**config.mk**
```make
export PLATFORM = sky130hd
export DESIGN_NAME = bitmap_area_average_resample_unit
export DESIGN_NICKNAME = d
export VERILOG_FILES = /design/src/hw/rtl/bwaar_pkg.sv /design/src/hw/rtl/bitmap_area_average_resample_unit.sv /design/src/hw/rtl/bwaar_queue.sv /design/src/hw/rtl/bwaar_front.sv /design/src/hw/rtl/bwaar_back.sv
export SDC_FILE = /design/constraint.sdc
export NUM_CORES = 2
export LEC_CHECK = 0
export BUFFER_PORTS_ARGS = -buffer_cell sky130_fd_sc_hd__buf_2
export CORE_ASPECT_RATIO = 0.5
export CORE_MARGIN = 3
export CORE_UTILIZATION = 45
export CTS_CLUSTER_DIAMETER = 50
export DETAILED_ROUTE_END_ITERATION = 8
export PLACE_DENSITY = 0.57
export SYNTH_ARGS = -nofsm -noshare
export SYNTH_HDL_FRONTEND = slang
export SYNTH_SLANG_ARGS = --single-unit
```
**constraint.sdc**
```tcl
create_clock -name i_clk -period 9.4 [get_ports i_clk]
set_input_delay 0.47 -clock i_clk [delete_from_list [all_inputs] [get_ports i_clk]]
set_output_delay 0.47 -clock i_clk [all_outputs]
set_load 0.01 [all_outputs]
```
**src/hw/rtl/bwaar_pkg.sv**
```systemverilog
// Shared types, constants and register codes for the bitmap area-average resampler.
// Used by every module of the block; no dependencies.
package bwaar_pkg;

    localparam int ROW_CELLS     = 32;
    localparam int FRAC_BITS     = 16;
    localparam int MAX_SRC_W_DEF = 32;
    localparam int MAX_SRC_H_DEF = 32;
    localparam int QUEUE_DEPTH   = 2;

    localparam logic [5:0]  SRC_WIDTH_RST  = 6'd1;
    localparam logic [5:0]  SRC_HEIGHT_RST = 6'd1;
    localparam logic [20:0] INV_SCALE_RST  = 21'd65536;

    typedef enum logic [1:0] {
        CFG_SRC_WIDTH  = 2'd0,
        CFG_SRC_HEIGHT = 2'd1,
        CFG_INV_SCALE  = 2'd2
    } t_cfg_idx;

    typedef enum logic {
        OP_WRITE = 1'b0,
        OP_QUERY = 1'b1
    } t_op;

    typedef enum logic [1:0] {
        CMD_WRITE = 2'd0,
        CMD_SCAN  = 2'd1,
        CMD_MISS  = 2'd2
    } t_cmd_kind;

    typedef struct packed {
        logic [5:0]  src_width;
        logic [5:0]  src_height;
        logic [20:0] inv_scale;
    } t_cfg;

    typedef struct packed {
        t_cmd_kind              kind;
        logic [4:0]             row_idx;
        logic [ROW_CELLS-1:0]   row_bits;
        logic [4:0]             y_lo;
        logic [4:0]             y_hi;
        logic [ROW_CELLS-1:0]   mask;
        logic [10:0]            total;
    } t_cmd;

    typedef struct packed {
        logic full;
        logic empty;
    } t_q_stat;

endpackage

```
**src/hw/rtl/bitmap_area_average_resample_unit.sv**
```systemverilog
// Bitmap area-average resampler: a query passes front and queue, then the back reads its R
// footprint rows in the source (1 to 32), none on a source miss; a row write is stored when
// the back pops it. The back reads one bitmap row per cycle from one memory read port and
// may still serve a query while the front takes the next; writes one per cycle while the
// queue has room and the front is idle. Reset clears control state, sets width 1, height 1,
// inverse scale 1.0; the bitmap is not cleared and holds no defined value until written.
module bitmap_area_average_resample_unit
    import bwaar_pkg::*;
#(
    parameter int MAX_SRC_W = MAX_SRC_W_DEF,
    parameter int MAX_SRC_H = MAX_SRC_H_DEF
) (
    input  logic        i_clk,
    input  logic        i_rst_n,
    input  logic        i_cfg_we,
    input  logic [1:0]  i_cfg_idx,
    input  logic [20:0] i_cfg_data,
    input  logic        i_in_valid,
    output logic        o_in_ready,
    input  logic        i_operation,
    input  logic [4:0]  i_row_index,
    input  logic [31:0] i_row_bits,
    input  logic [9:0]  i_out_x,
    input  logic [9:0]  i_out_y,
    output logic        o_out_valid,
    input  logic        i_out_ready,
    output logic        o_lit
);

    t_cfg    r_cfg;
    logic    push;
    logic    pop;
    t_cmd    push_cmd;
    t_cmd    head_cmd;
    t_q_stat q_stat;

    always_ff @(posedge i_clk) begin
        if (!i_rst_n) begin
            r_cfg.src_width  <= SRC_WIDTH_RST;
            r_cfg.src_height <= SRC_HEIGHT_RST;
            r_cfg.inv_scale  <= INV_SCALE_RST;
        end else if (i_cfg_we) begin
            case (t_cfg_idx'(i_cfg_idx))
                CFG_SRC_WIDTH:  r_cfg.src_width  <= i_cfg_data[5:0];
                CFG_SRC_HEIGHT: r_cfg.src_height <= i_cfg_data[5:0];
                CFG_INV_SCALE:  r_cfg.inv_scale  <= i_cfg_data;
                default: begin
                end
            endcase
        end
    end

    bwaar_front #(
        .MAX_SRC_W (MAX_SRC_W),
        .MAX_SRC_H (MAX_SRC_H)
    ) u_front (
        .i_clk       (i_clk),
        .i_rst_n     (i_rst_n),
        .i_cfg       (r_cfg),
        .i_in_valid  (i_in_valid),
        .o_in_ready  (o_in_ready),
        .i_operation (i_operation),
        .i_row_index (i_row_index),
        .i_row_bits  (i_row_bits),
        .i_out_x     (i_out_x),
        .i_out_y     (i_out_y),
        .i_q_stat    (q_stat),
        .o_push      (push),
        .o_cmd       (push_cmd)
    );

    bwaar_queue u_queue (
        .i_clk   (i_clk),
        .i_rst_n (i_rst_n),
        .i_push  (push),
        .i_cmd   (push_cmd),
        .i_pop   (pop),
        .o_cmd   (head_cmd),
        .o_stat  (q_stat)
    );

    bwaar_back #(
        .MAX_SRC_W (MAX_SRC_W),
        .MAX_SRC_H (MAX_SRC_H)
    ) u_back (
        .i_clk       (i_clk),
        .i_rst_n     (i_rst_n),
        .i_q_stat    (q_stat),
        .i_cmd       (head_cmd),
        .o_pop       (pop),
        .o_out_valid (o_out_valid),
        .i_out_ready (i_out_ready),
        .o_lit       (o_lit)
    );

endmodule

```
**src/hw/rtl/bwaar_queue.sv**
```systemverilog
// Short command queue between the front and back parts of the resampler.
// Depends on bwaar_pkg for the command and status types.
module bwaar_queue
    import bwaar_pkg::*;
(
    input  logic    i_clk,
    input  logic    i_rst_n,
    input  logic    i_push,
    input  t_cmd    i_cmd,
    input  logic    i_pop,
    output t_cmd    o_cmd,
    output t_q_stat o_stat
);

    localparam int PW = (QUEUE_DEPTH > 1) ? $clog2(QUEUE_DEPTH) : 1;
    localparam int CW = $clog2(QUEUE_DEPTH + 1);

    t_cmd            r_slot [QUEUE_DEPTH];
    logic [PW-1:0]   r_wr_ptr;
    logic [PW-1:0]   r_rd_ptr;
    logic [CW-1:0]   r_count;

    always_ff @(posedge i_clk) begin
        if (i_push) begin
            r_slot[r_wr_ptr] <= i_cmd;
        end
    end

    always_ff @(posedge i_clk) begin
        if (!i_rst_n) begin
            r_wr_ptr <= '0;
            r_rd_ptr <= '0;
            r_count  <= '0;
        end else begin
            if (i_push) begin
                r_wr_ptr <= (r_wr_ptr == PW'(QUEUE_DEPTH - 1)) ? '0 : r_wr_ptr + PW'(1);
            end
            if (i_pop) begin
                r_rd_ptr <= (r_rd_ptr == PW'(QUEUE_DEPTH - 1)) ? '0 : r_rd_ptr + PW'(1);
            end
            if (i_push && !i_pop) begin
                r_count <= r_count + CW'(1);
            end else if (!i_push && i_pop) begin
                r_count <= r_count - CW'(1);
            end
        end
    end

    assign o_cmd        = r_slot[r_rd_ptr];
    assign o_stat.full  = (r_count == CW'(QUEUE_DEPTH));
    assign o_stat.empty = (r_count == '0);

    a_no_overflow: assert property (@(posedge i_clk) disable iff (!i_rst_n)
        i_push |-> !o_stat.full || i_pop)
        else $error("queue push while full");

    a_no_underflow: assert property (@(posedge i_clk) disable iff (!i_rst_n)
        i_pop |-> !o_stat.empty)
        else $error("queue pop while empty");

endmodule

```
**src/hw/rtl/bwaar_front.sv**
```systemverilog
// Front part: accepts items, maps query footprints through the inverse scale and
// clips them to the source. Depends on bwaar_pkg.
module bwaar_front
    import bwaar_pkg::*;
#(
    parameter int MAX_SRC_W = MAX_SRC_W_DEF,
    parameter int MAX_SRC_H = MAX_SRC_H_DEF
) (
    input  logic        i_clk,
    input  logic        i_rst_n,
    input  t_cfg        i_cfg,
    input  logic        i_in_valid,
    output logic        o_in_ready,
    input  logic        i_operation,
    input  logic [4:0]  i_row_index,
    input  logic [31:0] i_row_bits,
    input  logic [9:0]  i_out_x,
    input  logic [9:0]  i_out_y,
    input  t_q_stat     i_q_stat,
    output logic        o_push,
    output t_cmd        o_cmd
);

    localparam int RW = (MAX_SRC_W < ROW_CELLS) ? MAX_SRC_W : ROW_CELLS;
    localparam int RH = (MAX_SRC_H < ROW_CELLS) ? MAX_SRC_H : ROW_CELLS;

    typedef enum logic [2:0] {
        F_IDLE,
        F_MX,
        F_MY,
        F_FY,
        F_CL
    } t_state;

    typedef struct packed {
        logic [15:0] first;
        logic [15:0] hi;
        logic [5:0]  span;
        logic        empty;
    } t_span;

    function automatic t_span calc_span(input logic [31:0] prod, input logic [20:0] inv);
        t_span       s;
        logic [31:0] b_up;
        logic [15:0] fend;
        logic [15:0] diff;
        b_up    = prod + {11'd0, inv} + 32'h0000_FFFF;
        fend    = b_up[31:FRAC_BITS];
        s.first = prod[31:FRAC_BITS];
        s.empty = (fend <= s.first);
        s.hi    = fend - 16'd1;
        diff    = fend - s.first;
        s.span  = diff[5:0];
        return s;
    endfunction

    t_state        r_state;
    t_state        n_state;
    logic [9:0]    r_ox;
    logic [9:0]    r_oy;
    logic [31:0]   r_prod;
    t_span         r_x;
    t_span         r_y;

    logic [9:0]    mul_o;
    logic [30:0]   mul_p;
    logic [5:0]    w;
    logic [5:0]    h;
    logic          scan;
    logic [5:0]    cx_hi;
    logic [5:0]    cy_hi;
    logic [ROW_CELLS-1:0] mask;
    logic [10:0]   total;
    logic          is_write;

    assign mul_o    = (r_state == F_MX) ? r_ox : r_oy;
    assign mul_p    = mul_o * i_cfg.inv_scale;
    assign is_write = (t_op'(i_operation) == OP_WRITE);

    always_comb begin
        w = (i_cfg.src_width > 6'(RW)) ? 6'(RW) : i_cfg.src_width;
        h = (i_cfg.src_height > 6'(RH)) ? 6'(RH) : i_cfg.src_height;
        scan = !r_x.empty && !r_y.empty && (w != 6'd0) && (h != 6'd0) &&
               (r_x.first < {10'd0, w}) && (r_y.first < {10'd0, h});
        cx_hi = (r_x.hi < {10'd0, w}) ? r_x.hi[5:0] : w - 6'd1;
        cy_hi = (r_y.hi < {10'd0, h}) ? r_y.hi[5:0] : h - 6'd1;
        for (int i = 0; i < ROW_CELLS; i++) begin
            mask[i] = (16'(i) >= r_x.first) && (6'(i) <= cx_hi);
        end
        total = {5'd0, r_x.span} * {5'd0, r_y.span};
    end

    assign o_in_ready = (r_state == F_IDLE) && !i_q_stat.full;
    assign o_push     = (o_in_ready && i_in_valid && is_write) ||
                        ((r_state == F_CL) && !i_q_stat.full);

    always_comb begin
        o_cmd = '0;
        if (r_state == F_IDLE) begin
            o_cmd.kind     = CMD_WRITE;
            o_cmd.row_idx  = i_row_index;
            o_cmd.row_bits = i_row_bits;
        end else begin
            o_cmd.kind  = scan ? CMD_SCAN : CMD_MISS;
            o_cmd.y_lo  = r_y.first[4:0];
            o_cmd.y_hi  = cy_hi[4:0];
            o_cmd.mask  = mask;
            o_cmd.total = total;
        end
    end

    always_comb begin
        n_state = r_state;
        case (r_state)
            F_IDLE: begin
                if (o_in_ready && i_in_valid && !is_write) begin
                    n_state = F_MX;
                end
            end
            F_MX: n_state = F_MY;
            F_MY: n_state = F_FY;
            F_FY: n_state = F_CL;
            F_CL: begin
                if (!i_q_stat.full) begin
                    n_state = F_IDLE;
                end
            end
            default: n_state = F_IDLE;
        endcase
    end

    always_ff @(posedge i_clk) begin
        if (!i_rst_n) begin
            r_state <= F_IDLE;
        end else begin
            r_state <= n_state;
        end
        case (r_state)
            F_IDLE: begin
                r_ox <= i_out_x;
                r_oy <= i_out_y;
            end
            F_MX: begin
                r_prod <= {1'b0, mul_p};
            end
            F_MY: begin
                r_x    <= calc_span(r_prod, i_cfg.inv_scale);
                r_prod <= {1'b0, mul_p};
            end
            F_FY: begin
                r_y <= calc_span(r_prod, i_cfg.inv_scale);
            end
            default: begin
            end
        endcase
    end

    a_scan_range: assert property (@(posedge i_clk) disable iff (!i_rst_n)
        (o_push && (r_state == F_CL) && scan) |->
            (o_cmd.y_lo <= o_cmd.y_hi) && (o_cmd.mask != '0))
        else $error("scan command with empty row range or mask");

endmodule

```
**src/hw/rtl/bwaar_back.sv**
```systemverilog
// Back part: holds the source bitmap, stores rows and scans footprint rows with a
// masked popcount, then thresholds the coverage. Depends on bwaar_pkg.
module bwaar_back
    import bwaar_pkg::*;
#(
    parameter int MAX_SRC_W = MAX_SRC_W_DEF,
    parameter int MAX_SRC_H = MAX_SRC_H_DEF
) (
    input  logic    i_clk,
    input  logic    i_rst_n,
    input  t_q_stat i_q_stat,
    input  t_cmd    i_cmd,
    output logic    o_pop,
    output logic    o_out_valid,
    input  logic    i_out_ready,
    output logic    o_lit
);

    localparam int RW = (MAX_SRC_W < ROW_CELLS) ? MAX_SRC_W : ROW_CELLS;
    localparam int RH = (MAX_SRC_H < ROW_CELLS) ? MAX_SRC_H : ROW_CELLS;
    localparam int AW = (RH > 1) ? $clog2(RH) : 1;
    localparam int COV_LIT_WEIGHT   = 50;
    localparam int COV_TOTAL_WEIGHT = 21;

    typedef enum logic [2:0] {
        B_IDLE,
        B_RD,
        B_DRAIN,
        B_CMP,
        B_OUT
    } t_state;

    function automatic logic [5:0] popcount(input logic [RW-1:0] v);
        logic [5:0] c;
        c = 6'd0;
        for (int i = 0; i < RW; i++) begin
            c = c + 6'(v[i]);
        end
        return c;
    endfunction

    logic [RW-1:0] mem [RH];
    logic [RW-1:0] r_rdata;

    t_state        r_state;
    t_state        n_state;
    logic [AW-1:0] r_addr;
    logic [AW-1:0] r_last;
    logic [RW-1:0] r_mask;
    logic [10:0]   r_total;
    logic [10:0]   r_acc;
    logic          r_rd_vld;
    logic          r_lit;

    assign o_pop       = (r_state == B_IDLE) && !i_q_stat.empty;
    assign o_out_valid = (r_state == B_OUT);
    assign o_lit       = r_lit;

    always_ff @(posedge i_clk) begin
        if (o_pop && (i_cmd.kind == CMD_WRITE) && ({1'b0, i_cmd.row_idx} < 6'(RH))) begin
            mem[i_cmd.row_idx[AW-1:0]] <= i_cmd.row_bits[RW-1:0];
        end
    end

    always_ff @(posedge i_clk) begin
        if (r_state == B_RD) begin
            r_rdata <= mem[r_addr];
        end
    end

    always_comb begin
        n_state = r_state;
        case (r_state)
            B_IDLE: begin
                if (o_pop) begin
                    case (i_cmd.kind)
                        CMD_SCAN: n_state = B_RD;
                        CMD_MISS: n_state = B_OUT;
                        default:  n_state = B_IDLE;
                    endcase
                end
            end
            B_RD: begin
                if (r_addr == r_last) begin
                    n_state = B_DRAIN;
                end
            end
            B_DRAIN: n_state = B_CMP;
            B_CMP:   n_state = B_OUT;
            B_OUT: begin
                if (i_out_ready) begin
                    n_state = B_IDLE;
                end
            end
            default: n_state = B_IDLE;
        endcase
    end

    always_ff @(posedge i_clk) begin
        if (!i_rst_n) begin
            r_state  <= B_IDLE;
            r_rd_vld <= 1'b0;
        end else begin
            r_state  <= n_state;
            r_rd_vld <= (r_state == B_RD);
        end
        if (r_rd_vld) begin
            r_acc <= r_acc + {5'd0, popcount(r_rdata & r_mask)};
        end
        case (r_state)
            B_IDLE: begin
                r_addr  <= i_cmd.y_lo[AW-1:0];
                r_last  <= i_cmd.y_hi[AW-1:0];
                r_mask  <= i_cmd.mask[RW-1:0];
                r_total <= i_cmd.total;
                r_acc   <= '0;
                r_lit   <= 1'b0;
            end
            B_RD: begin
                if (r_addr != r_last) begin
                    r_addr <= r_addr + AW'(1);
                end
            end
            B_CMP: begin
                r_lit <= (17'(r_acc) * 17'(COV_LIT_WEIGHT)) >
                         (17'(r_total) * 17'(COV_TOTAL_WEIGHT));
            end
            default: begin
            end
        endcase
    end

    a_lit_bound: assert property (@(posedge i_clk) disable iff (!i_rst_n)
        (r_state == B_CMP) |-> (r_acc <= r_total))
        else $error("lit count exceeds footprint total");

endmodule

```
-- Word-level counts from Yosys, hierarchy flattened
Memories as Yosys holds them, arrays and structs flattened. A register that Yosys moved wholly into a read port is not among the register bits.
Cells that the tools add are included.
- bits in registers: 236
- RAM bits: 1208
- bits of input ports: 86
- logic and storage cells: 270
- memories kept: 2
- memories (memory ; depth ; width ; read ports ; clocked after Yosys merged registers in ; write ports ; line ; text):
    u_back.mem ; 32 ; 32 ; 1 ; 1 ; 1 ; bwaar_back.sv:42 ; logic [RW-1:0] mem [RH];
    u_queue.r_slot ; 2 ; 92 ; 1 ; 1 ; 1 ; bwaar_queue.sv:18 ; t_cmd r_slot [QUEUE_DEPTH];
- add/sub/neg operators: 43
- $mul: 4
- order comparisons: 72
- equal/unequal tests: 21
- muxes and demuxes: 30
- bitwise gates (word level): 2
- reductions and logical operators: 70
- operators with widths (kind ; number):
    greater-or-equal comparator 5 x 15 -> 1 bit (first input constant) ; 16
    adder 6 x 1 -> 6 bit ; 30
    greater-or-equal comparator 4 x 15 -> 1 bit (first input constant) ; 8
    less-or-equal comparator 5 x 6 -> 1 bit (first input constant) ; 16
    greater-or-equal comparator 3 x 15 -> 1 bit (first input constant) ; 4
    2-to-1 mux 53 bit ; 1
    less-or-equal comparator 4 x 6 -> 1 bit (first input constant) ; 8
    logical AND 1 bit ; 46
    2-to-1 mux 37 bit ; 1
    adder 31 x 21 -> 32 bit ; 1
    adder 32 x 16 -> 32 bit (second input constant) ; 1
    bitwise AND 32 bit ; 1
    < comparator 16 x 6 -> 1 bit ; 2
    multiplier 11 x 5 -> 16 bit (second input constant) ; 2
    multiplier 10 x 21 -> 31 bit ; 1
    greater-or-equal comparator 1 x 15 -> 1 bit (first input constant) ; 2
    greater-or-equal comparator 2 x 15 -> 1 bit (first input constant) ; 2
    < comparator 15 x 6 -> 1 bit ; 2
    case mux 3 bit (5 select lines) ; 2
    less-or-equal comparator 3 x 6 -> 1 bit (first input constant) ; 4
    2-to-1 mux 6 bit ; 3
    > comparator 17 x 16 -> 1 bit ; 1
    less-or-equal comparator 16 x 15 -> 1 bit ; 1
    subtractor 16 x 1 -> 16 bit (second input constant) ; 1
    other kinds (40) ; 86

-- Longest topological paths before layout
- depth in word-level cells: 33
- mapped depth: 28
- mapped depth without buffers: 25

-- By module
From an unflattened synthesis, not the netlist that was laid out.
- cells, all modules: 4161
- area, all modules: 69191.4 um^2
- by module, submodules not included (module ; instances ; cells each ; area each (um^2)):
    bwaar_back ; 1 ; 2099 ; 45717.6
    bwaar_front ; 1 ; 1620 ; 15310.9
    bwaar_queue ; 1 ; 308 ; 6882.9
    bitmap_area_average_resample_unit ; 1 ; 134 ; 1280.0

-- Worst setup path after synthesis
No wires, ideal clock.
- path type: register to register
- start: register u_front.r_state[1]
- end: register u_front.r_prod[30] (data pin)
- arrival time: 6.780 ns
- required time: 9.139 ns
- slack: 2.359 ns
- stages on the path, launching flop included: 28
- path buffers: 4
- clock period less this slack: 7.041 ns
- cells stage by stage: dfxtp_1 -> clkbuf_1 -> nor3b_1 -> clkbuf_1 -> clkbuf_1 -> mux2i_1 -> clkbuf_1 -> nor2_1 -> fa_1 -> fa_1 -> inv_1 -> fa_1 -> inv_1 -> fa_1 -> inv_1 -> fa_1 -> inv_1 -> ha_1 -> nor3_1 -> nor3_1 -> nand2_1 -> nor4_1 -> a211oi_1 -> a21oi_1 -> a21oi_1 -> o311ai_0 -> o211ai_1 -> xnor2_1
- word-level cells in the longest chain between the ends: 3
- RTL lines (what ; line ; text):
    from (decl) ; bwaar_front.sv:57 ; t_state r_state;
    from (signal assigned) ; bwaar_front.sv:136 ; r_state <= n_state;
    equality test 3 x 1 -> 1 bit ; bwaar_front.sv:76 ; assign mul_o = (r_state == F_MX) ? r_ox : r_oy;
    2-to-1 mux 10 bit ; bwaar_front.sv:76 ;
    multiplier 10 x 21 -> 31 bit ; bwaar_front.sv:77 ; assign mul_p = mul_o * i_cfg.inv_scale;
    net u_front.mul_p[30] ; bwaar_front.sv:66 ; logic [30:0] mul_p;
    to (signal assigned) ; bwaar_front.sv:144 ; r_prod <= {1'b0, mul_p};
    to (signal assigned) ; bwaar_front.sv:148 ; r_prod <= {1'b0, mul_p};
    to (decl) ; bwaar_front.sv:61 ; logic [31:0] r_prod;
The timed path passes the listed nets, and every way through them passes these cells.
A chain may end at the register's enable or synchronous reset.

-- Final worst setup path
- start: register u_front.r_state[0]
- end: register u_front.r_prod[30] (data pin)
The elaborated chain is that of the path after synthesis.

==> reports/summary.md <==
* 4952 — net count reported at finish
* 135.6 MHz — max frequency
* 0.93 ns — largest stage delay on the critical path
* 1421 — count of flip-flops with a built-in enable after synthesis
* 168500 um — aggregate routed wire length
* 77720 um2 — final non-filler cell area
* 0 — gr ovfl total
* 20 — R2R depth
* 19.22% — share of post-route cells with drive strength above 1
* 16.55 um2 — per-instance average area after synthesis
* 27.76 nW — leakage component of the power
* 88 — number of buffers inserted by port buffering
* 1477 — number of flip-flops and latches in the synthesized netlist
* 23.56% — headroom to the max-slew limit
* 6215 — dpl cells
* 6 — number of antenna violations at the first check in global routing
* 72280 um2 — dpl cell area
* 0 — count of maximum capacitance violations
* 63.38% — register area share after synthesis
* 25.75 um — WL per Instance
* u_front.r_state[0] — startpoint of the most critical setup path
* 0 — YS warnings
* completed — status
* 89 — boundary pin count
* 0.8655 — routability congestion estimate
* u_front.r_state[0] — reg2reg start
* nor3b_2, buf_4, mux2i_1, nor2_1, fa_1, fa_1, fa_1, fa_1, fa_1, ha_1, o21ai_0, nor3_1, nand2_1, nor4_1, a211oi_1, a21oi_1, a21oi_1, o311ai_0, o211ai_1, xnor2_1 — crit-path cells
* 69090 um2 — Post-Syn Area
* 9.87 ns — required time reported for the critical path endpoint
* u_front.r_prod[30] — last element of the critical path
* 20 — Critical Path Stages
* 4 — number of H-tree branching levels
* 12.49% — relative area change from synthesis to final layout
* done — CTS tree
* 100 — row count
* sky130_fd_sc_hd__mux2i_1 — cell with the biggest individual delay on the critical path
* 92 — maximum number of pins on one net before global-route repair
* 0 — Max Transition Viols Final
* 2.024 ns — min setup slack post-route
* 7.85 ns — worst path arrival time
* 0.06553 ns — Final Skew
* 1.143 ns — transition time of the tightest slew-check pin
* 0 — Hold Violations, Final
* reg -> reg — type of the worst setup path
* 0.06 ns — register clock-pin slew on the reported worst setup and hold paths
* 4 — maximum count of clock buffers along a single path
* sky130_fd_sc_hd__fa_1 — most common cell type on the critical path
* 0% — FFs w/ async S/R, synth
* sky130_fd_sc_hd__edfxtp_1 (1421), sky130_fd_sc_hd__inv_1 (379), sky130_fd_sc_hd__mux4_2 (320) — most used cells in the layout excluding fill and tap cells
* sky130_fd_sc_hd__edfxtp_1 — most common cell after layout, fill and taps aside
* 158600 um2 — overall die area
* 5.670 — ratio of routed vias to standard cells
* 150600 um2 — Std-Cell Core Area
* 0 — Routed Antenna Nets
* 38900 — vias in the first global route
* 1 — count of buffer and inverter cells on the critical path
* 6545 — post-layout instance count excluding filler cells
* 7.376 ns — post-layout minimum cycle time
* no — unrepaired setup endpoints after global routing
* u_front.r_prod[30] — capture instance of the worst register-to-register path
* flop — Critical Path Start Type
* 2.02 ns — worst reg-to-reg setup slack
* 4176 — cells after synthesis
* 5 — iteration count of the initial detailed-routing pass
* 4731 — synthesized net count
* 77 — number of distinct standard cells referenced by the synthesized netlist
* 0 — Residual DRC
* 1477 — number of sinks on the clock net
* 24.41 mW — total power after layout
* 37110 — total via count after detailed routing
* 0.5262 mV — VDD IR-drop max
* in -> reg — Tightest Hold Check Type
* 254000 um — first-pass GRT wire length
* 0.80 ns — later-pin clock latency in the skew report
* 0 — count of endpoints failing setup in the final report
* flop — element type at the critical path end
* 99550 um — estimated wirelength of the detail-placed design
* 78.47% — crit share post-route
* 45.87% — initial core utilization
* sky130_fd_sc_hd__clkbuf_16 — clk root buf
* 151 — total CTS buffers
* 21.47% — overall global routing resource usage
* sky130_fd_sc_hd__edfxtp_1 — ys flop type
* 314.1 nW/um2 — pwr/cell area
* 17 — critical path fanouts, max
* 0 — Antenna Cells
* 3271 — Starting DRT DRC Count
* adder cells — kind of cell with the highest combined delay on the critical path
* 2.082 ns — Placement Setup Slack
* 0 ns — Setup TNS
* 283.1 um — DIE HEIGHT
* 560.2 um — die boundary width
==> flip-flops by register name (all words and copies together) (netlist names), 3 cells and up, named ones only <==
register and flops:
u_front.r_x 38, u_front.r_prod 31, u_back.r_acc 11, u_back.mem 1024, u_queue.r_slot 184, u_back.r_mask 32, u_back.r_last 5, u_front.r_y 38
r_cfg 33, u_back.r_total 11, u_back.r_rdata 32, u_front.r_state 3, u_back.r_addr 5, u_front.r_ox 10, u_back.r_state 3, u_front.r_oy 10
==> worst reg2reg max path, stage by stage (launching register included) <==
cell	delay, ns
sky130_fd_sc_hd__dfxtp_1	0.44
sky130_fd_sc_hd__nor3b_2	0.20
sky130_fd_sc_hd__buf_4	0.31
sky130_fd_sc_hd__mux2i_1	0.95
sky130_fd_sc_hd__nor2_1	0.14
sky130_fd_sc_hd__fa_1	0.53
sky130_fd_sc_hd__fa_1	0.52
sky130_fd_sc_hd__fa_1	0.52
sky130_fd_sc_hd__fa_1	0.52
sky130_fd_sc_hd__fa_1	0.49
sky130_fd_sc_hd__ha_1	0.35
sky130_fd_sc_hd__o21ai_0	0.10
sky130_fd_sc_hd__nor3_1	0.25
sky130_fd_sc_hd__nand2_1	0.16
sky130_fd_sc_hd__nor4_1	0.30
sky130_fd_sc_hd__a211oi_1	0.12
sky130_fd_sc_hd__a21oi_1	0.28
sky130_fd_sc_hd__a21oi_1	0.23
sky130_fd_sc_hd__o311ai_0	0.39
sky130_fd_sc_hd__o211ai_1	0.17
sky130_fd_sc_hd__xnor2_1	0.15
==> where the power goes <==
group	switching, mW	internal [mW]
Sequential	0.286	8.29
Combinational	5.67	4.31
Clock	2.54	3.31
Total	8.50	15.9
==> logic make-up (layout without fill, tap and decap cells) <==
kind of cell	Yosys count	count (layout)	synth area share, %
compound gates	313	313	3.030
fa+ha+maj	469	469	10.71
buf+inv	531	860	2.906
xor+xnor	114	114	1.445
flops	1477	1477	63.38
simple gates	791	791	5.529
mux	481	481	13.00
==> per-stage QoR <==
stage                     util [%]  hold slack, ns
after floorplan                  -          0.4558
after global routing         51.59         0.02226
after global placement       47.98          0.5070
after CTS                    51.59         0.01247
final                        51.59         0.05492
after detailed placement     47.98          0.5311
==> worst min-delay path by stage <==
stage / endpoint / start / cells after the start / slack (ns)
6_report: u_queue.r_slot[0][74] / i_row_bits[21] / 2 / 0.05
5_1_grt: u_queue.r_slot[0][74] / i_row_bits[21] / 2 / 0.02
4_1_cts: u_queue.r_slot[0][74] / i_row_bits[21] / 2 / 0.01
3_5_place_dp: r_cfg[21] / r_cfg[21] / 2 / 0.53
3_3_place_gp: u_queue.r_count[1] / u_queue.r_count[1] / 2 / 0.51
2_1_floorplan: r_cfg[0] / r_cfg[0] / 2 / 0.46
==> cell type report <==
type                       count  area [um2]
fill                       12340       72920
multi-input combinational   2168       23570
sequential                  1477       43800
inverter                     381        1431
clock inverter                87       800.8
clock buffer                 174        3950
tap                         2040        2552
timing repair buffer         218        1627
==> synth_stat cells, types with 59 or more instances <==
cell | count | area, um2
sky130_fd_sc_hd__clkbuf_1 | 111 | 416.7
sky130_fd_sc_hd__a21oi_1 | 79 | 395.4
sky130_fd_sc_hd__mux4_2 | 320 | 7207
sky130_fd_sc_hd__edfxtp_1 | 1421 | 42670
sky130_fd_sc_hd__fa_1 | 204 | 4084
sky130_fd_sc_hd__xnor2_1 | 72 | 630.6
sky130_fd_sc_hd__ha_1 | 265 | 3316
sky130_fd_sc_hd__o21ai_0 | 59 | 295.3
sky130_fd_sc_hd__inv_1 | 380 | 1426
sky130_fd_sc_hd__and2_1 | 129 | 807.0
sky130_fd_sc_hd__mux2_2 | 127 | 1430
sky130_fd_sc_hd__nand2_1 | 267 | 1002
sky130_fd_sc_hd__nor2_1 | 191 | 716.9
==> what timing repair did <==
action | in CTS | in global routing
hold buffers | 69 | 0
gates resized for setup | 0 | 0
hold endpoints to repair | 100 | 0
buffers inserted | 0 | 0
==> metal layers <==
layer  GRT usage (%)  vias to the layer above  part of all wire (%)
li1                -                    16120                     -
met1           30.70                    19680                    44
met2           34.79                     1085                    48
met3           3.678                      224                   6.2
met4           4.655                        0                   2.3
met5               0                        -                     0
Note: power is estimated with default switching activity, not from simulation.
